File: src/sv/npsh_pkg.sv
// Shared types, constants and the hash step for the normalized path string hash.
package npsh_pkg;

	localparam int HASH_W = 28;
	localparam int SUM_W = 29;
	localparam int TAG_MAX = 32;
	localparam logic [2:0] SCHEME_LEN = 3'd5;

	// Enclosure tag, zero padded to the longest supported tag
	localparam logic [7:0] TAG_BYTES [TAG_MAX] = '{
		8'h73, 8'h65, 8'h73, 8'h2d, 8'h65, 8'h6e, 8'h63, 8'h6c,
		8'h6f, 8'h73, 8'h75, 8'h72, 8'h65, 8'h00, 8'h00, 8'h00,
		8'h00, 8'h00, 8'h00, 8'h00, 8'h00, 8'h00, 8'h00, 8'h00,
		8'h00, 8'h00, 8'h00, 8'h00, 8'h00, 8'h00, 8'h00, 8'h00
	};

	localparam logic [7:0] CHAR_ZERO = 8'h30;
	localparam logic [7:0] CHAR_NINE = 8'h39;

	// Scan phase, one-hot
	typedef enum logic [5:0] {
		PH_SCHEME   = 6'b000001,
		PH_SEARCH   = 6'b000010,
		PH_SKIP_ONE = 6'b000100,
		PH_DIGITS   = 6'b001000,
		PH_SUFFIX   = 6'b010000,
		PH_PLAIN    = 6'b100000
	} phase_t;

	// One result beat
	typedef struct packed {
		logic [SUM_W-1:0] hash_value;
		logic             tag_found;
	} result_t;

	// Byte of the "hc://" scheme at a given position
	function automatic logic [7:0] scheme_byte(input logic [2:0] idx);
		logic [7:0] b;
		case (idx)
			3'd0: b = 8'h68;
			3'd1: b = 8'h63;
			3'd2: b = 8'h3a;
			3'd3: b = 8'h2f;
			3'd4: b = 8'h2f;
			default: b = 8'h00;
		endcase
		return b;
	endfunction

	// One PJW/ELF step; the top nibble always folds back to zero
	function automatic logic [HASH_W-1:0] hash_step(input logic [HASH_W-1:0] h,
			input logic [7:0] c);
		logic [31:0] t;
		logic [3:0]  g;
		t = {h, 4'b0000} + {24'd0, c};
		g = t[31:28];
		return t[27:0] ^ {20'd0, g, 4'b0000};
	endfunction

endpackage

File: src/sv/npsh_scan.sv
// Per-string scan state: running hash, tag matcher, history line and phase.
module npsh_scan import npsh_pkg::*; #(
	parameter int TAG_LENGTH = 13
) (
	input  logic       clk,
	input  logic       arst_n,
	input  logic       fire,
	input  logic [7:0] char_byte,
	input  logic       is_last,
	input  logic       normalize_enable,
	output result_t    res
);

	phase_t              phase_q, phase_d;
	logic [2:0]          scheme_q, scheme_d;
	logic [TAG_LENGTH-1:0] match_q, match_d, hit;
	logic [HASH_W-1:0]   run_q, run_d;
	logic [HASH_W-1:0]   prefix_q, prefix_d;
	logic [HASH_W-1:0]   suffix_q, suffix_d;
	logic [HASH_W-1:0]   hist_q [TAG_LENGTH];
	logic [HASH_W-1:0]   hist_d [TAG_LENGTH];
	logic                scanning;
	logic                full;
	logic                normalized;

	// Shift-and matcher: bit i set when the text ends with the first i+1 tag bytes
	always_comb begin
		for (int i = 0; i < TAG_LENGTH; i++) begin
			if (i == 0) begin
				hit[i] = (char_byte == TAG_BYTES[i]);
			end else begin
				hit[i] = match_q[i-1] && (char_byte == TAG_BYTES[i]);
			end
		end
		full = hit[TAG_LENGTH-1];
	end

	// History line as it stands after this byte shifts in
	always_comb begin
		for (int i = 0; i < TAG_LENGTH; i++) begin
			if (i == 0) begin
				hist_d[i] = run_q;
			end else begin
				hist_d[i] = hist_q[i-1];
			end
		end
	end

	// Next string state for the byte on the input
	always_comb begin
		scanning = (phase_q == PH_SCHEME) || (phase_q == PH_SEARCH);
		phase_d  = phase_q;
		scheme_d = scheme_q;
		match_d  = match_q;
		prefix_d = prefix_q;
		suffix_d = suffix_q;
		run_d    = hash_step(run_q, char_byte);
		if (scanning) begin
			match_d = full ? '0 : hit;
		end
		unique case (phase_q)
			PH_SCHEME: begin
				if (scheme_q < SCHEME_LEN && char_byte == scheme_byte(scheme_q)) begin
					scheme_d = scheme_q + 3'd1;
					if (scheme_q == SCHEME_LEN - 3'd1) begin
						phase_d = PH_SEARCH;
					end
				end else begin
					phase_d = PH_PLAIN;
				end
			end
			PH_SEARCH: begin
				if (full) begin
					prefix_d = hist_d[TAG_LENGTH-1];
					phase_d  = PH_SKIP_ONE;
				end
			end
			PH_SKIP_ONE: begin
				phase_d = PH_DIGITS;
			end
			PH_DIGITS: begin
				if (char_byte < CHAR_ZERO || char_byte > CHAR_NINE) begin
					suffix_d = hash_step(suffix_q, char_byte);
					phase_d  = PH_SUFFIX;
				end
			end
			PH_SUFFIX: begin
				suffix_d = hash_step(suffix_q, char_byte);
			end
			PH_PLAIN: begin
				phase_d = PH_PLAIN;
			end
			default: begin
				phase_d = PH_PLAIN;
			end
		endcase
	end

	// Pick the normalized sum or the whole-string hash
	always_comb begin
		normalized = normalize_enable &&
			((phase_d == PH_SKIP_ONE) || (phase_d == PH_DIGITS) || (phase_d == PH_SUFFIX));
		res.tag_found = normalized;
		if (normalized) begin
			res.hash_value = {1'b0, prefix_d} + {1'b0, suffix_d};
		end else begin
			res.hash_value = {1'b0, run_d};
		end
	end

	// Advance on each beat; return to the start state after the last byte
	always_ff @(posedge clk or negedge arst_n) begin
		if (!arst_n) begin
			phase_q  <= PH_SCHEME;
			scheme_q <= '0;
			match_q  <= '0;
			run_q    <= '0;
			prefix_q <= '0;
			suffix_q <= '0;
		end else if (fire) begin
			if (is_last) begin
				phase_q  <= PH_SCHEME;
				scheme_q <= '0;
				match_q  <= '0;
				run_q    <= '0;
				prefix_q <= '0;
				suffix_q <= '0;
			end else begin
				phase_q  <= phase_d;
				scheme_q <= scheme_d;
				match_q  <= match_d;
				run_q    <= run_d;
				prefix_q <= prefix_d;
				suffix_q <= suffix_d;
			end
		end
	end

	// Shift the history line while the tag can still be found
	always_ff @(posedge clk) begin
		if (fire && scanning) begin
			for (int i = 0; i < TAG_LENGTH; i++) begin
				hist_q[i] <= hist_d[i];
			end
		end
	end

	a_match_top_clear: assert property (@(posedge clk) disable iff (!arst_n)
		!match_q[TAG_LENGTH-1])
		else $error("stored tag match holds a full match");

	a_restart_after_last: assert property (@(posedge clk) disable iff (!arst_n)
		fire && is_last |=> phase_q == PH_SCHEME && scheme_q == 3'd0 && run_q == '0)
		else $error("scan state not restarted after last byte");

	a_search_after_scheme: assert property (@(posedge clk) disable iff (!arst_n)
		phase_q == PH_SEARCH |-> scheme_q == SCHEME_LEN)
		else $error("tag search entered without full scheme");

endmodule

File: config.mk
export PLATFORM = sky130hd
export DESIGN_NAME = npsh_scan
export DESIGN_NICKNAME = d
export VERILOG_FILES = /design/src/sv/npsh_pkg.sv /design/src/sv/npsh_scan.sv
export SDC_FILE = /design/constraint.sdc
export NUM_CORES = 1
export LEC_CHECK = 0
export ABC_CLOCK_PERIOD_IN_PS = 20400
export BUFFER_PORTS_ARGS = -buffer_cell sky130_fd_sc_hd__buf_2
export CORE_MARGIN = 2
export CORE_UTILIZATION = 35
export DETAILED_ROUTE_END_ITERATION = 12
export PLACE_DENSITY = 0.59
export RECOVER_POWER = 25
export SETUP_SLACK_MARGIN = 0.2
export SLEW_MARGIN = 25
export SYNTH_ARGS = -nofsm -noshare
export SYNTH_HDL_FRONTEND = slang
export SYNTH_SLANG_ARGS = --single-unit
File: constraint.sdc
create_clock -name clk -period 20.4 [get_ports clk]
set_input_delay 4.08 -clock clk [delete_from_list [all_inputs] [get_ports clk]]
set_output_delay 4.08 -clock clk [all_outputs]
set_load 0.05 [all_outputs]
-- Yosys cells after proc, flatten, opt, wreduce, memory -nomap -nowiden
Memory sizes are Yosys's and may differ from the RTL's.
Cells that the tools add are included.
- input bits: 13
- memories: 1
- memory bits (writable): 364
- logic and storage cells: 88
- output and inout bits: 30
- flip-flop bits (word level): 105
- memory list (memory ; depth ; bits a word ; rd ports ; clocked after Yosys merged registers in ; wr ports ; line ; source):
    hist_q ; 13 ; 28 ; 12 ; 0 ; 13 ; npsh_scan.sv:20 ; logic [HASH_W-1:0] hist_q [TAG_LENGTH];
- equal/unequal tests: 22
- reductions and logical operators: 26
- bitwise gates (word level): 2
- $add $sub $neg: 4
- mux-type cells: 24
- magnitude comparators: 3
- operators by type and width (cell ; count):
    two-way mux 28 bit ; 6
    adder 32 x 8 -> 32 bit ; 2
    == test 8 x 7 -> 1 bit, second input constant ; 8
    one-hot mux 28 bit (2 select lines) ; 1
    XOR 28 x 8 -> 28 bit ; 2
    two-way mux 12 bit ; 3
    two-way mux 6 bit ; 5
    one-hot mux 6 bit (5 select lines) ; 1
    adder 28 x 28 -> 29 bit ; 1
    two-way mux 29 bit ; 1
    one-hot mux 7 bit (4 select lines) ; 1
    logical AND 1 bit ; 15
    == test 6 x 3 -> 1 bit, second input constant ; 2
    == test 6 x 4 -> 1 bit, second input constant ; 2
    == test 6 x 5 -> 1 bit, second input constant ; 2
    two-way mux 3 bit ; 3
    == test 8 x 6 -> 1 bit, second input constant ; 1
    == test 8 bit ; 1
    greater-than comparator 8 x 6 -> 1 bit, second input constant ; 1
    less-than comparator 8 x 6 -> 1 bit, second input constant ; 1
    two-way mux 8 bit ; 1
    == test 3 x 2 -> 1 bit, second input constant ; 2
    == test 6 x 1 -> 1 bit, second input constant ; 1
    == test 6 x 2 -> 1 bit, second input constant ; 1
    11 further kinds ; 17

-- Longest topological paths before layout
Gate-level depths: netlist of the first run.
- depth after elaboration: 13
- gate-level depth with buffers: 19
- depth with buffers taken out: 19

-- Least setup slack after synthesis of the first run
Ideal clock, no wire load.
- kind: input -> register
- start: input fire
- end: memory hist_q[0][0], enable pin
- stages: 3
- buffers on the path: 1
- arrival: 18290 ps
- library setup time: 1042 ps
- path slack: 1067 ps
- path through: inv_2 clkbuf_1 nor2_1
- RTL lines (item ; line ; source):
    start, declared ; npsh_scan.sv:7 ; input logic fire,
    end, declared ; npsh_scan.sv:20 ;

==> results_dict.tcl, run 1 <==
set metrics [dict create \
    synth_top_area_share 0.560 \
    cts_root_buffer "clkbuf_16" \
    syn_nets 1240 \
    yosys-top-cells-count "edfxtp_1, dfrtp_1, nand2_1" \
    ys_seq_area_frac 0.706 \
    gp_congestion 0.838 \
    crit_path_end_kind "output port" \
    cp_max_fo 9 \
    areaGrowthSynthToFinish_pct 13.4 \
    first_global_vias 9676 \
    p_leak_nw 7.62 \
    worst_path_largest_cell_delay_ns 0.40 \
    drtAntennaViolNets 0 \
    holdPathStages 0 \
    initial_core_util 0.353 \
    holdCritPathClass "reg -> reg" \
    routed_wl_um 35700 \
    drtIter0Drc 763 \
    hold_violations 0 \
    startpoint_type "input pin" \
    final_nets 1296 \
    fin_setup_tns_ns 0 \
    skew_ns 0.0260 \
    die_height_um 231 \
    netlist_area_um2 18000 \
    drc_errors 0 \
    synth-edff-count 336 \
    drive_gt1_frac 0.155 \
    yosys-top-cells-area "edfxtp_1, dfrtp_1, a22o_1, ha_1, xnor2_1" \
    fillCellCount 4713 \
    post-dp-hpwl_um 23000 \
    regArea_um2 12700 \
    rsz0062_at_grt "no" \
    wl_per_cell_um 18.2 \
    hold_buffers 0 \
    grt_pass1_wl_um 56000 \
    outcome "completed" \
    cts.path.max_buffers 3 \
    yosys.area.top_type "edfxtp_1" \
    core-area_um2 51100 \
    cts_buffers 45 \
    h-tree-depth 2 \
    port_buffers 42 \
    synth-main-ff-cell "edfxtp_1" \
    whs_ns 0.408 \
    post_cts_buffers 0 \
    crit_chain "buf_2, ha_1, fa_1, a21o_1, a21oi_1, nor3b_2, and2b_1, nand3_1, xnor2_1, nor2_1, a21o_1, ha_1, a21oi_1, o221ai_4, o211ai_1, a211oi_2, a41oi_2, a21oi_2, nand2b_1, o22ai_1, buf_2" \
    synth_most_common_cell "edfxtp_1" \
    grt_antenna_before_repair 0 \
    vias_per_cell 5.06 \
    cts_tree "built" \
    multiInputGateArea_um2 5050 \
    synthArstFlopShare 0.238 \
    cts.sinks 441 \
    vias 9903 \
    slew_violations 0 \
    cts.clk_slew.worst_paths_ns 0.06 \
    fmax_mhz 77.0 \
    row_count 83 \
    die-area_um2 53300 \
    post-route-period-util 0.637 \
    cpMaxStageDelayCell "fa_1" \
    yosys_warnings 0 \
    cts_resized 0 \
    cp.arrival_ns 8.91 \
    min_period_ns 12.99 \
    clock_latency_ns 0.56 \
    gr-total-overflow 0 \
    max-vdd-ir-drop_uv 68.2 \
    relSlewSlack 0.326 \
    io_pins 43 \
    worst_pin_slew_ns 1.01 \
    synthCells 1184 \
    max_cap_violations 0 \
    syn_area_per_cell_um2 15.2 \
    grtUsageTotal 0.134 \
    critPathRequiredTime_ns 16.32 \
    synth_cell_type_count 83 \
    r2r_cells 5 \
    diodes 0 \
    first_pass_iters 5 \
    dieWidth_um 231 \
    setup_viol 0 \
    worst-setup-path-type "in -> out" \
    grt_start_max_net_pins 88 \
    ys_ff_latch 441 \
    power_density_nw_per_um2 95.7 \
]
## placed cells by master, fill, tap and decap left out, types with 13 or more instances in the layout
cell / count
a21o_1: 19
a21oi_1: 23
a22o_1: 62
buf_2: 41
clkbuf_16: 45
dfrtp_1: 104
edfxtp_1: 336
ha_1: 40
inv_1: 19
mux2_2: 33
nand2_1: 90
nand3_1: 22
nand4_1: 13
nor2_1: 40
nor3_1: 22
o21ai_0: 35
o21ai_1: 15
o2bb2ai_1: 23
xnor2_1: 52
xor2_1: 27
## layer usage
layer,global-route usage,up-vias,part of all wire
met5,0,-,0
met4,0.0383,0,0.019
met3,0.0257,52,0.045
met2,0.202,241,0.45
met1,0.198,4940,0.49
li1,-,4670,-
## kinds of logic (layout without fill, tap and decap cells)
group,Yosys count,in the layout,synth area share
multiplexers,40,40,0.0245
buffers and inverters,67,159,0.0152
AO/OA/AOI/OAI,249,249,0.106
adder cells (fa/ha/maj),43,43,0.0311
flip-flops,441,441,0.706
AND/OR/NAND/NOR,265,265,0.0785
XOR/XNOR,79,79,0.0384
## power by group
group	total [mW]	internal, mW	switching [mW]
clock network	0.788	0.444	0.344
logic	0.120	0.0246	0.0958
registers	1.05	1.03	0.0176
## worst max-delay path, delay by kind of cell
family                   cells  cell delay [ns]
XOR/XNOR                     1             0.12
adder cells (fa/ha/maj)      3             0.98
AO/OA/AOI/OAI               10             2.48
buffers and inverters        2             0.51
AND/OR/NAND/NOR              5             0.70
## final timing paths
kind                               start       endpoint  slack, ns
max                         char_byte[4]        res[25]       7.41
min                        hist_q[1][86]   hist_q[2][2]       0.41
max reg2reg                   phase_q[4]  hist_q[0][33]      16.50
min reg2reg                hist_q[1][86]   hist_q[2][2]       0.41
max in group asynchronous         arst_n   prefix_q[24]      15.85
min in group asynchronous         arst_n   prefix_q[14]       3.49
## flip-flops by register name, indices dropped and copies added, names as in the netlist
register  cells
hist_q      336
match_q      12
phase_q       6
prefix_q     28
run_q        28
scheme_q      3
suffix_q     28
## stage by stage
stage | cells | power, mW | utilization | setup WS, ns | cell area [µm²]
floorplan | 1184 | 1.16 | - | 1.07 | 18000
global placement | 1873 | 1.19 | 0.372 | 7.55 | 19000
detailed placement | 1873 | 1.19 | 0.372 | 7.45 | 19000
CTS | 1956 | 1.98 | 0.400 | 7.43 | 20400
global route | 1956 | 2.03 | 0.400 | 7.13 | 20400
finish | 1956 | 1.96 | 0.400 | 7.41 | 20400
## cell type report
cell class | instances | area share
clock inverters | 26 | 0.0111
inverters | 21 | 0.00386
flip-flops and latches | 441 | 0.622
multi-input cells | 676 | 0.247
well taps | 680 | 0.0416
clock buffers | 57 | 0.0583
repair buffers | 55 | 0.0157
No activity file was read; power rests on OpenSTA's default activity.
==> inputs of run 2 (changes only) <==
--- a/config.mk
+++ b/config.mk
@@ -5,12 +5,12 @@
 export SDC_FILE = /design/constraint.sdc
 export NUM_CORES = 1
 export LEC_CHECK = 0
-export ABC_CLOCK_PERIOD_IN_PS = 20400
+export ABC_CLOCK_PERIOD_IN_PS = 10500
 export BUFFER_PORTS_ARGS = -buffer_cell sky130_fd_sc_hd__buf_2
 export CORE_MARGIN = 2
 export CORE_UTILIZATION = 35
 export DETAILED_ROUTE_END_ITERATION = 12
-export PLACE_DENSITY = 0.59
+export PLACE_DENSITY = 0.6
 export RECOVER_POWER = 25
 export SETUP_SLACK_MARGIN = 0.2
 export SLEW_MARGIN = 25
==> constraint.sdc (replaced) <==
create_clock -name clk -period 10.5 [get_ports clk]
set_input_delay 2.1 -clock clk [delete_from_list [all_inputs] [get_ports clk]]
set_output_delay 2.1 -clock clk [all_outputs]
set_load 0.05 [all_outputs]
==> results_dict.tcl, run 2 (synthesized netlist as in run 1, its figures left out) <==
set metrics [dict create \
    crit_path_end_kind "output port" \
    grt_antenna_before_repair 0 \
    hold_buffers 0 \
    row_count 83 \
    fmax_mhz 109 \
    relSlewSlack 0.296 \
    cts_resized 0 \
    clock_latency_ns 0.57 \
    gr-total-overflow 0 \
    first_global_vias 9772 \
    grtUsageTotal 0.137 \
    max-vdd-ir-drop_uv 105 \
    dieWidth_um 231 \
    min-delay-start "hist_q[2][75]" \
    finish.utilization 0.401 \
    post-route-period-util 0.876 \
    grt_pass1_wl_um 56500 \
    power_density_nw_per_um2 189 \
    initial_core_util 0.353 \
    hold-path-endpoint "hist_q[2][103]" \
    first_pass_iters 5 \
    drc_errors 0 \
    port_buffers 42 \
    cts.sinks 441 \
    areaGrowthSynthToFinish_pct 13.8 \
    cts_root_buffer "clkbuf_16" \
    die_height_um 231 \
    cts_tree "built" \
    cp-startpoint "char_byte[5]" \
    top_register "hist_q" \
    post_cts_buffers 0 \
    h-tree-depth 2 \
    skew_ns 0.0225 \
    drtIter0Drc 738 \
    drtAntennaViolNets 0 \
    critPathRequiredTime_ns 8.40 \
    diodes 0 \
    r2r-end "hist_q[1][70]" \
    final_nets 1295 \
    wl_per_cell_um 18.4 \
    routed_wl_um 36000 \
    worst_pin_slew_ns 1.06 \
    core-area_um2 51100 \
    whs_ns 0.401 \
    place_area_um2 19000 \
    grt_start_max_net_pins 171 \
    cts.path.max_buffers 3 \
    p_leak_nw 7.66 \
    mostFrequentLayoutCell "edfxtp_1" \
    startpoint_type "input pin" \
    fin_setup_tns_ns 0 \
    setup_viol 0 \
    largest_reg_flops 336 \
    cts.clk_slew.worst_paths_ns 0.06 \
    io_pins 43 \
    holdCritPathClass "reg -> reg" \
    design_area_um2 20500 \
    power_mw 3.89 \
    gp_congestion 0.835 \
    r2r_cells 5 \
    vias_per_cell 5.05 \
    die-area_um2 53300 \
    min_period_ns 9.20 \
    r2r_start "phase_q[4]" \
    cpMaxStageDelayCell "nor2_2" \
    cp_max_fo 17 \
    reg2reg_slack_ns 7.20 \
    crit_chain "buf_2, nor4bb_1, nand3_1, nor2_2, mux2_2, ha_1, fa_1, a21oi_2, o221ai_4, o211ai_1, a211oi_2, a41oi_2, a21oi_2, nand2b_1, o22ai_1, buf_2" \
    worst-setup-path-type "in -> out" \
    drive_gt1_frac 0.155 \
    outcome "completed" \
    rsz0062_at_grt "no" \
    worst_path_largest_cell_delay_ns 0.80 \
    mostFrequentLayoutCells "edfxtp_1, dfrtp_1, nand2_1" \
    max_cap_violations 0 \
    cts_buffers 44 \
    cp.arrival_ns 7.10 \
    post-dp-hpwl_um 23200 \
    vias 9859 \
    fillCellCount 4687 \
    slew_violations 0 \
    holdPathStages 0 \
    hold_violations 0 \
]
[run 2: worst max path at each step]
stage	slack, ns	end	cells after the start
3_5_place_dp	1.29	res[25]	16
4_1_cts	1.27	res[25]	16
6_report	1.30	res[25]	16
3_3_place_gp	1.48	res[17]	16
2_1_floorplan	1.87	res[22]	18
5_1_grt	0.92	res[25]	16
[run 2: where the power goes]
group,internal (mW),switching (mW)
Clock,0.963,0.652
Combinational,0.0483,0.186
Sequential,2.00,0.0341
[run 2: worst max-delay path, delay by kind of cell]
kind            cells  cell delay [ns]
compound gates      7             1.69
simple gates        4             1.66
fa+ha+maj           2             0.65
buf+inv             2             0.54
mux                 1             0.43
[run 2: layer usage]
layer,GRT usage,vias up,part of all wire
li1,-,4663,-
met5,0,-,0
met3,0.0250,69,0.044
met1,0.197,4922,0.48
met2,0.202,205,0.44
met4,0.0573,0,0.034
[run 2: layout make-up]
class / count / area [µm²] / share of cell area
Sequential cell: 441 / 12700 / 0.620
Multi-Input combinational cell: 676 / 5040 / 0.246
Clock buffer: 56 / 1170 / 0.0569
Tap cell: 680 / 851 / 0.0415
Timing Repair Buffer: 55 / 330 / 0.0161
Clock inverter: 25 / 325 / 0.0159
Inverter: 21 / 78.8 / 0.00384
[run 2: through the flow]
step,worst slack [ns],instances
6_report,1.30,1954
5_1_grt,0.919,1954
4_1_cts,1.27,1954
3_5_place_dp,1.29,1873
3_3_place_gp,1.48,1873
2_1_floorplan,1.87,1184
